`src/rtl/month_calendar_grid_unit_macros.svh`:
```
// assertion macros shared by the month calendar grid rtl
// expects clk_i and rst_ni in the scope where a macro is used
`ifndef MONTH_CALENDAR_GRID_UNIT_MACROS_SVH
`define MONTH_CALENDAR_GRID_UNIT_MACROS_SVH

// same-cycle implication, quiet while in reset
`define MCG_ASSERT_IMPLY(lbl, ante, cons) \
  lbl: assert property (@(posedge clk_i) disable iff (!rst_ni) (ante) |-> (cons)) \
    else $error("mcg assertion failed");

// next-cycle implication, quiet while in reset
`define MCG_ASSERT_NEXT(lbl, ante, cons) \
  lbl: assert property (@(posedge clk_i) disable iff (!rst_ni) (ante) |=> (cons)) \
    else $error("mcg assertion failed");

`endif

```
`src/rtl/mcg_pkg.sv`:
```
// shared types, microcode encoding and calendar tables for the month grid unit
// no dependencies
package mcg_pkg;

  localparam int unsigned YearMax   = 9999;
  localparam int unsigned YearShift = 400;
  localparam int unsigned StepW     = 4;

  typedef logic [StepW-1:0] step_t;

  // step addresses of the control store
  localparam step_t StepIdle  = 4'd0;
  localparam step_t StepEra   = 4'd1;
  localparam step_t StepYoe   = 4'd2;
  localparam step_t StepCent  = 4'd3;
  localparam step_t StepSum   = 4'd4;
  localparam step_t StepDiv7  = 4'd5;
  localparam step_t StepMod7  = 4'd6;
  localparam step_t StepFix7  = 4'd7;
  localparam step_t StepLead  = 4'd8;
  localparam step_t StepCheck = 4'd9;
  localparam step_t StepBlank = 4'd10;
  localparam step_t StepDays  = 4'd11;
  localparam step_t StepDone  = 4'd12;
  localparam step_t StepErr   = 4'd13;

  typedef struct packed {
    logic [13:0] year_value;
    logic [3:0]  month_value;
  } in_item_t;

  typedef struct packed {
    logic       cell_blank;
    logic [4:0] day_number;
    logic       last_cell;
    logic       month_error;
  } out_item_t;

  typedef enum logic [3:0] {
    OP_NOP,
    OP_LOAD,
    OP_ERA,
    OP_YOE,
    OP_CENT,
    OP_SUM,
    OP_DIV7,
    OP_MOD7,
    OP_FIX7,
    OP_LEAD,
    OP_DEC_LEAD,
    OP_INC_DAY
  } dp_op_e;

  typedef enum logic [2:0] {
    COND_NEVER,
    COND_ALWAYS,
    COND_MONTH_BAD,
    COND_LEAD_ZERO,
    COND_LEAD_GT1,
    COND_DAY_NE_LEN
  } cond_e;

  typedef enum logic [1:0] {
    EMIT_NONE,
    EMIT_BLANK,
    EMIT_DAY,
    EMIT_ERR
  } emit_e;

  typedef struct packed {
    logic   take_in;
    emit_e  emit;
    dp_op_e op;
    cond_e  cond;
    step_t  target;
  } ctrl_word_t;

  typedef struct packed {
    logic slot_free;
    logic month_bad;
    logic lead_zero;
    logic lead_gt1;
    logic day_ne_len;
  } dp_status_t;

  // day of the shifted year (march based) on which the 1st of month index mp falls
  function automatic logic [9:0] doy_of(input logic [3:0] mp);
    logic [9:0] d;
    case (mp)
      4'd0:    d = 10'd0;
      4'd1:    d = 10'd31;
      4'd2:    d = 10'd61;
      4'd3:    d = 10'd92;
      4'd4:    d = 10'd122;
      4'd5:    d = 10'd153;
      4'd6:    d = 10'd184;
      4'd7:    d = 10'd214;
      4'd8:    d = 10'd245;
      4'd9:    d = 10'd275;
      4'd10:   d = 10'd306;
      4'd11:   d = 10'd337;
      default: d = 10'd0;
    endcase
    return d;
  endfunction

  function automatic logic [4:0] month_len(input logic [3:0] m, input logic leap);
    logic [4:0] n;
    case (m)
      4'd2:    n = leap ? 5'd29 : 5'd28;
      4'd4:    n = 5'd30;
      4'd6:    n = 5'd30;
      4'd9:    n = 5'd30;
      4'd11:   n = 5'd30;
      default: n = 5'd31;
    endcase
    return n;
  endfunction

  // remainder by seven of a value below 21
  function automatic logic [2:0] mod7_small(input logic [4:0] v);
    logic [4:0] r;
    if (v >= 5'd14) begin
      r = v - 5'd14;
    end else if (v >= 5'd7) begin
      r = v - 5'd7;
    end else begin
      r = v;
    end
    return r[2:0];
  endfunction

endpackage

```
`src/rtl/mcg_ucode_rom.sv`:
```
// control store of the month grid sequencer, one control word per step
// depends on mcg_pkg
module mcg_ucode_rom (
  input  mcg_pkg::step_t      step_i,
  output mcg_pkg::ctrl_word_t ctrl_o
);

  always_comb begin
    ctrl_o = '{take_in: 1'b0, emit: mcg_pkg::EMIT_NONE, op: mcg_pkg::OP_NOP,
               cond: mcg_pkg::COND_ALWAYS, target: mcg_pkg::StepIdle};
    case (step_i)
      mcg_pkg::StepIdle: begin
        ctrl_o.take_in = 1'b1;
        ctrl_o.op      = mcg_pkg::OP_LOAD;
        ctrl_o.cond    = mcg_pkg::COND_NEVER;
      end
      mcg_pkg::StepEra: begin
        ctrl_o.op     = mcg_pkg::OP_ERA;
        ctrl_o.cond   = mcg_pkg::COND_MONTH_BAD;
        ctrl_o.target = mcg_pkg::StepErr;
      end
      mcg_pkg::StepYoe: begin
        ctrl_o.op   = mcg_pkg::OP_YOE;
        ctrl_o.cond = mcg_pkg::COND_NEVER;
      end
      mcg_pkg::StepCent: begin
        ctrl_o.op   = mcg_pkg::OP_CENT;
        ctrl_o.cond = mcg_pkg::COND_NEVER;
      end
      mcg_pkg::StepSum: begin
        ctrl_o.op   = mcg_pkg::OP_SUM;
        ctrl_o.cond = mcg_pkg::COND_NEVER;
      end
      mcg_pkg::StepDiv7: begin
        ctrl_o.op   = mcg_pkg::OP_DIV7;
        ctrl_o.cond = mcg_pkg::COND_NEVER;
      end
      mcg_pkg::StepMod7: begin
        ctrl_o.op   = mcg_pkg::OP_MOD7;
        ctrl_o.cond = mcg_pkg::COND_NEVER;
      end
      mcg_pkg::StepFix7: begin
        ctrl_o.op   = mcg_pkg::OP_FIX7;
        ctrl_o.cond = mcg_pkg::COND_NEVER;
      end
      mcg_pkg::StepLead: begin
        ctrl_o.op   = mcg_pkg::OP_LEAD;
        ctrl_o.cond = mcg_pkg::COND_NEVER;
      end
      mcg_pkg::StepCheck: begin
        ctrl_o.cond   = mcg_pkg::COND_LEAD_ZERO;
        ctrl_o.target = mcg_pkg::StepDays;
      end
      mcg_pkg::StepBlank: begin
        ctrl_o.emit   = mcg_pkg::EMIT_BLANK;
        ctrl_o.op     = mcg_pkg::OP_DEC_LEAD;
        ctrl_o.cond   = mcg_pkg::COND_LEAD_GT1;
        ctrl_o.target = mcg_pkg::StepBlank;
      end
      mcg_pkg::StepDays: begin
        ctrl_o.emit   = mcg_pkg::EMIT_DAY;
        ctrl_o.op     = mcg_pkg::OP_INC_DAY;
        ctrl_o.cond   = mcg_pkg::COND_DAY_NE_LEN;
        ctrl_o.target = mcg_pkg::StepDays;
      end
      mcg_pkg::StepDone: begin
        ctrl_o.cond   = mcg_pkg::COND_ALWAYS;
        ctrl_o.target = mcg_pkg::StepIdle;
      end
      mcg_pkg::StepErr: begin
        ctrl_o.emit   = mcg_pkg::EMIT_ERR;
        ctrl_o.cond   = mcg_pkg::COND_ALWAYS;
        ctrl_o.target = mcg_pkg::StepIdle;
      end
      default: begin
        ctrl_o.cond   = mcg_pkg::COND_ALWAYS;
        ctrl_o.target = mcg_pkg::StepIdle;
      end
    endcase
  end

endmodule

```
`src/rtl/mcg_sequencer.sv`:
```
// step counter with stall and conditional jump for the month grid unit
// depends on mcg_pkg
module mcg_sequencer (
  input  logic                clk_i,
  input  logic                rst_ni,
  input  mcg_pkg::ctrl_word_t ctrl_i,
  input  mcg_pkg::dp_status_t status_i,
  input  logic                in_valid_i,
  output mcg_pkg::step_t      step_o,
  output logic                exec_o,
  output logic                in_ready_o
);

  mcg_pkg::step_t step_q, step_d;
  logic           stall;
  logic           jump;

  // hold the step while waiting for an input or for room in the output register
  assign stall = (ctrl_i.take_in && !in_valid_i) ||
                 ((ctrl_i.emit != mcg_pkg::EMIT_NONE) && !status_i.slot_free);

  always_comb begin
    case (ctrl_i.cond)
      mcg_pkg::COND_NEVER:      jump = 1'b0;
      mcg_pkg::COND_ALWAYS:     jump = 1'b1;
      mcg_pkg::COND_MONTH_BAD:  jump = status_i.month_bad;
      mcg_pkg::COND_LEAD_ZERO:  jump = status_i.lead_zero;
      mcg_pkg::COND_LEAD_GT1:   jump = status_i.lead_gt1;
      mcg_pkg::COND_DAY_NE_LEN: jump = status_i.day_ne_len;
      default:                  jump = 1'b0;
    endcase
  end

  always_comb begin
    if (stall) begin
      step_d = step_q;
    end else if (jump) begin
      step_d = ctrl_i.target;
    end else begin
      step_d = step_q + mcg_pkg::step_t'(1);
    end
  end

  always_ff @(posedge clk_i or negedge rst_ni) begin
    if (!rst_ni) begin
      step_q <= mcg_pkg::StepIdle;
    end else begin
      step_q <= step_d;
    end
  end

  assign step_o     = step_q;
  assign exec_o     = !stall;
  assign in_ready_o = ctrl_i.take_in;

endmodule

```
`src/rtl/mcg_datapath.sv`:
```
// weekday arithmetic, cell counters, config register and output register
// depends on mcg_pkg
module mcg_datapath (
  input  logic                clk_i,
  input  logic                rst_ni,
  input  mcg_pkg::ctrl_word_t ctrl_i,
  input  logic                exec_i,
  input  mcg_pkg::in_item_t   in_data_i,
  input  logic                cfg_we_i,
  input  logic [2:0]          cfg_wdata_i,
  input  logic                out_ready_i,
  output logic                out_valid_o,
  output mcg_pkg::out_item_t  out_data_o,
  output mcg_pkg::dp_status_t status_o
);

  logic [2:0]  ws_q;
  logic [13:0] y_q, y_d;
  logic [3:0]  m_q, m_d;
  logic [3:0]  mp_q, mp_d;
  logic        mbad_q, mbad_d;
  logic [14:0] yy_q, yy_d;
  logic [4:0]  era_q, era_d;
  logic [8:0]  yoe_q, yoe_d;
  logic [1:0]  cent_q, cent_d;
  logic [9:0]  sum_q, sum_d;
  logic [6:0]  q7_q, q7_d;
  logic [3:0]  rem_q, rem_d;
  logic [2:0]  lead_q, lead_d;
  logic [4:0]  len_q, len_d;
  logic [4:0]  day_q, day_d;

  logic               out_valid_q;
  mcg_pkg::out_item_t out_q, out_d;
  logic               emit;

  logic [13:0] ysat;
  logic [14:0] era_prod;
  logic [14:0] era_x400;
  logic [11:0] cent_prod;
  logic [8:0]  cent_x100;
  logic        leap;
  logic [19:0] q7_prod;
  logic [9:0]  q7_x7;
  logic [4:0]  lead_raw;

  assign ysat      = (in_data_i.year_value > 14'(mcg_pkg::YearMax)) ?
                     14'(mcg_pkg::YearMax) : in_data_i.year_value;
  // floor(yy / 400) as floor((yy >> 4) * 41 / 1024), exact below 10400
  assign era_prod  = 15'(yy_q[14:4]) * 15'd41;
  assign era_x400  = 15'(era_q) * 15'(mcg_pkg::YearShift);
  // floor(yoe / 100) the same way
  assign cent_prod = 12'(yoe_q[8:2]) * 12'd41;
  assign cent_x100 = 9'(cent_q) * 9'd100;
  // yoe counts from the year before, so a century year shows as yoe ending in 99
  assign leap      = (m_q == 4'd2) && (y_q[1:0] == 2'b00) &&
                     ((yoe_q != cent_x100 + 9'd99) || (cent_q == 2'd3));
  // quotient by seven, low by at most one
  assign q7_prod   = 20'(sum_q) * 20'd585;
  assign q7_x7     = 10'(q7_q) * 10'd7;
  // weekday minus week start plus a whole week, kept between 1 and 14
  assign lead_raw  = 5'(rem_q) + 5'd8 - 5'(ws_q);

  always_comb begin
    y_d    = y_q;
    m_d    = m_q;
    mp_d   = mp_q;
    mbad_d = mbad_q;
    yy_d   = yy_q;
    era_d  = era_q;
    yoe_d  = yoe_q;
    cent_d = cent_q;
    sum_d  = sum_q;
    q7_d   = q7_q;
    rem_d  = rem_q;
    lead_d = lead_q;
    len_d  = len_q;
    day_d  = day_q;
    if (exec_i) begin
      case (ctrl_i.op)
        mcg_pkg::OP_LOAD: begin
          y_d    = ysat;
          m_d    = in_data_i.month_value;
          mbad_d = (in_data_i.month_value == 4'd0) || (in_data_i.month_value > 4'd12);
          mp_d   = (in_data_i.month_value > 4'd2) ? in_data_i.month_value - 4'd3 :
                                                   in_data_i.month_value + 4'd9;
          yy_d   = 15'(ysat) + 15'(mcg_pkg::YearShift) -
                   15'(in_data_i.month_value <= 4'd2);
        end
        mcg_pkg::OP_ERA:  era_d  = era_prod[14:10];
        mcg_pkg::OP_YOE:  yoe_d  = 9'(yy_q - era_x400);
        mcg_pkg::OP_CENT: cent_d = cent_prod[11:10];
        mcg_pkg::OP_SUM: begin
          sum_d = 10'(yoe_q) + 10'(yoe_q[8:2]) - 10'(cent_q) +
                  mcg_pkg::doy_of(mp_q) + 10'd3;
          len_d = mcg_pkg::month_len(m_q, leap);
        end
        mcg_pkg::OP_DIV7: q7_d  = q7_prod[18:12];
        mcg_pkg::OP_MOD7: rem_d = 4'(sum_q - q7_x7);
        mcg_pkg::OP_FIX7: rem_d = (rem_q >= 4'd7) ? rem_q - 4'd7 : rem_q;
        mcg_pkg::OP_LEAD: begin
          lead_d = mcg_pkg::mod7_small(lead_raw);
          day_d  = 5'd1;
        end
        mcg_pkg::OP_DEC_LEAD: lead_d = lead_q - 3'd1;
        mcg_pkg::OP_INC_DAY:  day_d  = day_q + 5'd1;
        default: ;
      endcase
    end
  end

  assign emit = exec_i && (ctrl_i.emit != mcg_pkg::EMIT_NONE);

  always_comb begin
    out_d = out_q;
    case (ctrl_i.emit)
      mcg_pkg::EMIT_BLANK: out_d = '{cell_blank: 1'b1, day_number: 5'd0,
                                     last_cell: 1'b0, month_error: 1'b0};
      mcg_pkg::EMIT_DAY:   out_d = '{cell_blank: 1'b0, day_number: day_q,
                                     last_cell: day_q == len_q, month_error: 1'b0};
      mcg_pkg::EMIT_ERR:   out_d = '{cell_blank: 1'b0, day_number: 5'd0,
                                     last_cell: 1'b1, month_error: 1'b1};
      default:             out_d = out_q;
    endcase
  end

  always_ff @(posedge clk_i or negedge rst_ni) begin
    if (!rst_ni) begin
      ws_q        <= 3'd1;
      out_valid_q <= 1'b0;
    end else begin
      if (cfg_we_i) begin
        ws_q <= cfg_wdata_i;
      end
      if (emit) begin
        out_valid_q <= 1'b1;
      end else if (out_ready_i) begin
        out_valid_q <= 1'b0;
      end
    end
  end

  always_ff @(posedge clk_i) begin
    y_q    <= y_d;
    m_q    <= m_d;
    mp_q   <= mp_d;
    mbad_q <= mbad_d;
    yy_q   <= yy_d;
    era_q  <= era_d;
    yoe_q  <= yoe_d;
    cent_q <= cent_d;
    sum_q  <= sum_d;
    q7_q   <= q7_d;
    rem_q  <= rem_d;
    lead_q <= lead_d;
    len_q  <= len_d;
    day_q  <= day_d;
    if (emit) begin
      out_q <= out_d;
    end
  end

  assign out_valid_o = out_valid_q;
  assign out_data_o  = out_q;

  assign status_o.slot_free  = !out_valid_q || out_ready_i;
  assign status_o.month_bad  = mbad_q;
  assign status_o.lead_zero  = (lead_q == 3'd0);
  assign status_o.lead_gt1   = (lead_q > 3'd1);
  assign status_o.day_ne_len = (day_q != len_q);

endmodule

```
`src/rtl/month_calendar_grid_unit.sv`:
```
// top level of the month calendar grid unit
// depends on mcg_pkg, mcg_ucode_rom, mcg_sequencer, mcg_datapath and the macros header

// Takes one (year, month) transaction and returns the cells of that month's view, one
// cell per output transaction: a blank cell for each weekday before the 1st counted
// from the configured first weekday of the row (1 Sunday .. 7 Saturday, 0 acts as
// Saturday, reset 1), then one cell per day, the final cell flagged with last_cell.
// Years above 9999 are treated as 9999. A month outside 1 to 12 yields a single cell
// with month_error and last_cell set. The weekday comes from the Gregorian day count
// reduced modulo seven (whole 400-year eras drop out), worked through a small
// datapath driven one control word per cycle from a fourteen-step control store.
// The step counter advances one control word per cycle and holds while the output
// register is full. The next item is taken only when the store returns to its idle
// step. Configuration may be written only while idle.
`include "month_calendar_grid_unit_macros.svh"

module month_calendar_grid_unit (
  input  logic               clk_i,
  input  logic               rst_ni,
  // request channel
  input  logic               in_valid_i,
  output logic               in_ready_o,
  input  mcg_pkg::in_item_t  in_data_i,
  // cell channel
  output logic               out_valid_o,
  input  logic               out_ready_i,
  output mcg_pkg::out_item_t out_data_o,
  // week start register
  input  logic               cfg_we_i,
  input  logic [2:0]         cfg_wdata_i
);

  mcg_pkg::step_t      step;
  mcg_pkg::ctrl_word_t ctrl;
  mcg_pkg::dp_status_t status;
  logic                exec;

  // control store lookup for the current step
  mcg_ucode_rom u_rom (
    .step_i (step),
    .ctrl_o (ctrl)
  );

  // step counter, stalls on input wait or a full output register
  mcg_sequencer u_seq (
    .clk_i      (clk_i),
    .rst_ni     (rst_ni),
    .ctrl_i     (ctrl),
    .status_i   (status),
    .in_valid_i (in_valid_i),
    .step_o     (step),
    .exec_o     (exec),
    .in_ready_o (in_ready_o)
  );

  // arithmetic, counters and the output register
  mcg_datapath u_dp (
    .clk_i       (clk_i),
    .rst_ni      (rst_ni),
    .ctrl_i      (ctrl),
    .exec_i      (exec),
    .in_data_i   (in_data_i),
    .cfg_we_i    (cfg_we_i),
    .cfg_wdata_i (cfg_wdata_i),
    .out_ready_i (out_ready_i),
    .out_valid_o (out_valid_o),
    .out_data_o  (out_data_o),
    .status_o    (status)
  );

  // checks
  logic chk_blank;
  logic chk_err;
  logic chk_day;
  logic chk_zero;

  assign chk_blank = out_valid_o && out_data_o.cell_blank;
  assign chk_err   = out_valid_o && out_data_o.month_error;
  assign chk_day   = out_valid_o && !out_data_o.cell_blank && !out_data_o.month_error;
  assign chk_zero  = (out_data_o.day_number == 5'd0);

  // a blank cell carries no day and never closes a run
  `MCG_ASSERT_IMPLY(a_blank_clean, chk_blank, chk_zero && !out_data_o.last_cell && !out_data_o.month_error)
  // an error cell is a lone, closing, empty cell
  `MCG_ASSERT_IMPLY(a_err_single, chk_err, chk_zero && out_data_o.last_cell && !out_data_o.cell_blank)
  // a day cell always has a day from 1 upwards
  `MCG_ASSERT_IMPLY(a_day_nonzero, chk_day, !chk_zero)
  // the sequencer leaves idle right after taking a transaction
  `MCG_ASSERT_NEXT(a_one_accept, in_valid_i && in_ready_o, !in_ready_o)

endmodule

```
`config.mk`:
```
export PLATFORM = sky130hd
export DESIGN_NAME = month_calendar_grid_unit
export DESIGN_NICKNAME = d
export VERILOG_FILES = /design/src/rtl/mcg_pkg.sv /design/src/rtl/mcg_ucode_rom.sv /design/src/rtl/mcg_sequencer.sv /design/src/rtl/mcg_datapath.sv /design/src/rtl/month_calendar_grid_unit.sv
export VERILOG_INCLUDE_DIRS = /design/src /design/src/rtl
export SDC_FILE = /design/constraint.sdc
export NUM_CORES = 1
export LEC_CHECK = 0
export BUFFER_PORTS_ARGS = -buffer_cell sky130_fd_sc_hd__buf_2
export CAP_MARGIN = 20
export CORE_MARGIN = 1
export CORE_UTILIZATION = 38
export DETAILED_ROUTE_END_ITERATION = 8
export GPL_TIMING_DRIVEN = 0
export HOLD_SLACK_MARGIN = 0.02
export SLEW_MARGIN = 20
export SYNTH_ARGS = -nofsm -noshare
export SYNTH_HDL_FRONTEND = slang
export SYNTH_HIERARCHICAL = 1
export SYNTH_SLANG_ARGS = --single-unit
```
`constraint.sdc`:
```
create_clock -name clk_i -period 4.15 [get_ports clk_i]
set_clock_uncertainty 0.05 [all_clocks]
set_input_delay 0.415 -clock clk_i [delete_from_list [all_inputs] [get_ports clk_i]]
set_output_delay 0.415 -clock clk_i [all_outputs]
set_load 0.01 [all_outputs]
```
# After elaboration in Yosys (flattened, before gate mapping)
# Memory sizes are Yosys's and may differ from the RTL's. A register that Yosys moved wholly into a read port is not among the register bits.
# Cells that the tools add are included.
[op_classes]
n_mul = 6
shifts = 0
muxes = 23
div_mod_pow = 0
addsub = 19
n_reduce_logical = 36
eq_ne = 41
magnitude_cmp = 8
bitwise = 1
[ops]
columns = ["cell", "count"]
rows = [
  ["4-bit equality test (second input constant)", 11],
  ["4-bit case mux with 11 select lines", 1],
  ["4-bit by 3-bit equality test with 1-bit output (second input constant)", 10],
  ["8-bit case mux with 3 select lines", 1],
  ["4-bit by 2-bit equality test with 1-bit output (second input constant)", 5],
  ["10-bit 2-to-1 mux", 2],
  ["5-bit case mux with 2 select lines", 2],
  ["10-bit by 10-bit multiplier with 19-bit output (second input constant)", 1],
  ["2-bit AND reduction", 9],
  ["4-bit 2-to-1 mux", 4],
  ["14-bit by 9-bit adder with 15-bit output (second input constant)", 1],
  ["11-bit by 6-bit multiplier with 15-bit output (second input constant)", 1],
  ["3-bit case mux with 5 select lines", 1],
  ["15-bit by 1-bit subtractor with 15-bit output", 1],
  ["14-bit > comparator (second input constant)", 1],
  ["14-bit 2-to-1 mux", 1],
  ["7-bit by 6-bit multiplier with 12-bit output (second input constant)", 1],
  ["4-bit case mux with 3 select lines", 1],
  ["10-bit adder", 1],
  ["10-bit by 2-bit adder with 10-bit output (second input constant)", 1],
  ["9-bit by 7-bit adder with 10-bit output", 1],
  ["2-bit nonzero test", 5],
  ["10-bit by 2-bit subtractor with 10-bit output", 1],
  ["9-bit by 7-bit adder with 9-bit output (second input constant)", 1],
  ["other kinds (49)", 70],
]
[totals]
memories = 1
romBits = 144
mem_bits_rw = 0
in_bits = 26
reg_bits = 92
latchBits = 0
[mem_list]
columns = ["name", "words", "width", "read_ports", "rd_ports_with_merged_regs", "wr", "line", "text"]
rows = [
  ["(name not given)", 16, 9, 1, 1, 0, "mcg_pkg.sv:89", "case (mp)"],
]

# Logic depth before layout (Yosys ltp)
[depth]
depth_word = 8
ltp_mapped = 17

# By module
# Netlist, hierarchy kept.
[modules_own_cells]
columns = ["mod", "seq_area_each_um2", "instances", "area_per_inst_um2", "cells_per_inst"]
rows = [
  ["mcg_datapath", 2623.8, 1, 7820.0, 753],
  ["mcg_sequencer", 100.1, 1, 359.1, 40],
  ["mcg_ucode_rom", 0.0, 1, 246.5, 36],
]

# Least setup slack after synthesis
# Ideal clock, no wire load.
[synth_path]
path_kind = "register to register"
start = "register u_dp.cent_q[1]"
end = "register u_dp.sum_q[8], data pin"
stages_incl_launch_ff = 14
arrival_time_ps = 3097
n_path_buf = 0
setup_time_ps = 258
period_less_slack_ps = 3404
slack_ps = 746
cell_sequence = "edfxtp_1 inv_1 fa_1 fa_1 fa_1 ha_1 inv_1 fa_1 nor2b_1 o21ai_0 a21boi_0 o21a_1 nor2_1 xnor2_1"
[synth_between]
elab_chain_cells = 3
[synth_rtl]
columns = ["item", "line", "text"]
rows = [
  ["from (decl)", "mcg_datapath.sv:25", "logic [1:0] cent_q, cent_d;"],
  ["from (signal assigned)", "mcg_datapath.sv:151", "cent_q <= cent_d;"],
  ["10-bit by 2-bit subtractor with 10-bit output", "mcg_datapath.sv:94", "sum_d = 10'(yoe_q) + 10'(yoe_q[8:2]) - 10'(cent_q) +"],
  ["10-bit adder", "mcg_datapath.sv:94", ""],
  ["10-bit by 2-bit adder with 10-bit output", "mcg_datapath.sv:95", "mcg_pkg::doy_of(mp_q) + 10'd3;"],
  ["to (signal assigned)", "mcg_datapath.sv:152", "sum_q <= sum_d;"],
  ["to (decl)", "mcg_datapath.sv:26", "logic [9:0] sum_q, sum_d;"],
]
# No other way between the ends.
# A chain may end at the register's enable or synchronous reset.

==> out/results.txt <==
Outcome: finished with violations
Failing checks: design-rule violations
Synth Area in Simple Gates: 11.61%
Final Max Slew Viols: 0
Reg clk slew, reported paths: 0.07 ns
RSZ-0062 raised after global routing: false
Crit Path Category: reg2reg
Final WL: 14.47 mm
Gr usage total: 13.56%
Initial Util: 38.73%
Chip Width: 150.9 um
Gr ovfl total: 0
Main combinational cell family by area after synthesis: adder cells
Drt drc: 1
Root buffer cell: clkbuf_16
First-pass GRT wire length: 24.41 mm
Syn nets: 1041
Least-Margin Pin Slew: 1.008 ns
Multiplexer share of the synthesized area: 1.292%
Deepest clock path buffer count: 2
Mapped Cells: 829
Cell family with the largest share of critical-path delay: simple AND/OR/NAND/NOR gates
CTS tree: built
Hold Vio Cnt, Final: 0
Endpoint class of the critical path: flop
Number of max-cap violations: 0
Ports: 36
Synth cell types: 70
Cell Area, Synth: 8426 um2
CP Data Required Time: 4.37 ns
WL/cell: 12.46 um
H-tree depth: 3
Worst-path cell chain: buf_6 > xor2_1 > and3_1 > o21ba_2 > or2_4 > clkinv_4 > or3b_1 > or2_1 > buf_6 > o21ai_0 > inv_1 > ha_1 > nand2_1 > o21ai_0 > o21ai_0
Crit path largest cell delay: 0.47 ns
Row cnt: 54
CTS Sinks: 95
IO Port Bufs: 35
Synth Area in Compound Gates: 9.667%
Avg Cell Area, Syn: 10.16 um2
Critical path arrival: 4.00 ns
Number of global-route vias before repair: 5365
DR iter-0 viols: 152
Largest net degree at the start of global routing: 27
Max-slew headroom: 32.52%
Die ar.: 22770 um2
Top-count cell post-synth: ha_1
Num CTS Buffers: 9
Seq/Total Area, Yosys: 32.33%
EDFF count, synth: 78
Worst path bufs/invs: 4
Max frequency: 264.7 MHz
Crit-path max FO: 11
Synth Area in Adders: 30.12%
Via density: 4.849
#FFs+latches synth: 95
CP Launch Type: flop
DP HPWL: 11.89 mm
XOR/XNOR Fraction of Synth Area: 7.277%
Synth Flop Type: edfxtp_1
Antenna cells: 0
Synth area leader: edfxtp_1
Initial antenna violation count: 0
Fin crit share: 91.04%
Final setup fails: 0
Synth warn: 6
Post-route ant nets: 0
Final net count: 1088
Area grow syn2layout: 9.638%
Post-synth ARST share: 8.421%
Period minus WS final: 3.778 ns
Core area: 21760 um2
Postcts setup bufs: 0
Critical Path Most Common Cell: o21ai_0
Min-delay worst type: in2reg
Die height: 150.9 um
Post-synth top area share: 27.80%
Vias: 5630
Synth top cells by count: ha_1 (158), inv_1 (145), edfxtp_1 (78)
TNS Setup: 0 ns
Final GP Congestion: 0.7864
DR pass1 iterations: 6
Area contributors post-synth: edfxtp_1 (28%), ha_1 (23%), fa_1 (6.7%)
Worst skew pair latency: 0.35 ns
Share of cells above drive strength 1: 8.854%
Crit-path slowest cell: dfrtp_1
==> worst register-to-register path: cells and delay by family, from the launching register on <==
kind	cells	cell delay [ns]
AOI/OAI and AO/OA	4	0.86
buffers and inverters	4	0.62
xor gates and xnor gates	1	0.15
adders and majority gates	1	0.27
and+or+nand+nor	5	1.27
DFF	1	0.47
==> cells by family after synthesis <==
group / count (synthesis)
AO/OA/AOI/OAI: 123
AND/OR/NAND/NOR: 189
buffers and inverters: 157
XOR/XNOR: 70
multiplexers: 9
flip-flops: 95
adder cells (fa/ha/maj): 186
==> what timing repair did <==
item,in CTS,in global routing
resized for setup,0,0
endpoints found under the hold margin,7,0
hold buffers,1,0
==> per-layer routing <==
layer | track usage, % | vias to the layer above | wire length [um]
met5 | 0 | - | 0
met4 | 3.250 | 0 | 155
met3 | 2.982 | 10 | 363
met2 | 23.53 | 58 | 7096
met1 | 17.01 | 2634 | 6853
li1 | - | 2928 | -
==> sequential cells by signal (all words and copies together), names as in the netlist, 5 cells and up, named ones only <==
register / count
u_dp/yy_q: 15
u_dp/out_data_o: 8
u_dp/yoe_q: 9
u_dp/sum_q: 10
u_dp/day_q: 5
u_dp/era_q: 5
==> area by class of cell <==
class	count	area (um2)
clock inverters	5	33.78
clock buffers	11	242.7
plain buffers	11	96.34
flip-flops and latches	95	2724
repair buffers	36	185.2
well taps	280	350.3
fillers	2154	12520
inverters	146	553.0
multi-input cells	577	5052
==> worst paths after layout <==
check,cells past startpoint,slack [ns],to,startpoint
min reg2reg,0,0.37,u_dp/yoe_q[2]$_DFFE_PP_,u_dp/yy_q[2]$_DFFE_PP_
min in group asynchronous,2,0.40,u_seq/step_o[2]$_DFFE_PN0P_,rst_ni
min,3,0.22,u_dp/ws_q[2]$_DFFE_PN0P_,cfg_wdata_i[2]
max in group asynchronous,2,3.42,u_dp/ws_q[0]$_DFFE_PN1P_,rst_ni
max,15,0.37,flop,u_seq/step_o[2]$_DFFE_PN0P_
max reg2reg,15,0.37,flop,u_seq/step_o[2]$_DFFE_PN0P_
==> through the flow <==
step	hold slack [ns]	utilization, %	worst slack, ns	cells	cell area [um2]
after global routing	0.2258	42.46	0.08659	1161	9238
after floorplan	0.06941	-	0.7458	829	8426
final	0.2213	42.46	0.3717	1161	9238
after global placement	0.2173	41.14	0.4523	1144	8951
after CTS	0.2048	42.46	0.4028	1161	9238
after detailed placement	0.2223	41.14	0.4426	1144	8951
==> cell usage in the layout (no fill, tap or decap), types with 3 or more instances in the layout <==
cell,n
ha_1,158
inv_1,145
edfxtp_1,78
xnor2_1,50
nor2_1,47
nand2_1,41
buf_2,35
o21ai_0,33
fa_1,28
a21oi_1,22
xor2_1,20
nand2b_1,17
nand3_1,15
nor3_1,11
and3_1,10
a21o_1,10
clkbuf_16,9
dfxtp_1,9
nor2b_1,8
a31oi_1,8
o21a_1,7
dfrtp_1,7
mux2i_1,6
nand3b_1,6
nor4_1,5
o211ai_1,5
nand4_1,5
buf_6,4
a21boi_0,4
or3_1,4
and2_1,4
o22ai_1,4
buf_4,4
clkinv_4,3
clkbuf_1,3
a311o_1,3
o41ai_1,3
Power is left out: the tool's default activity adds up to more than one toggle a clock period on the data nets, which glitch-free logic cannot reach.
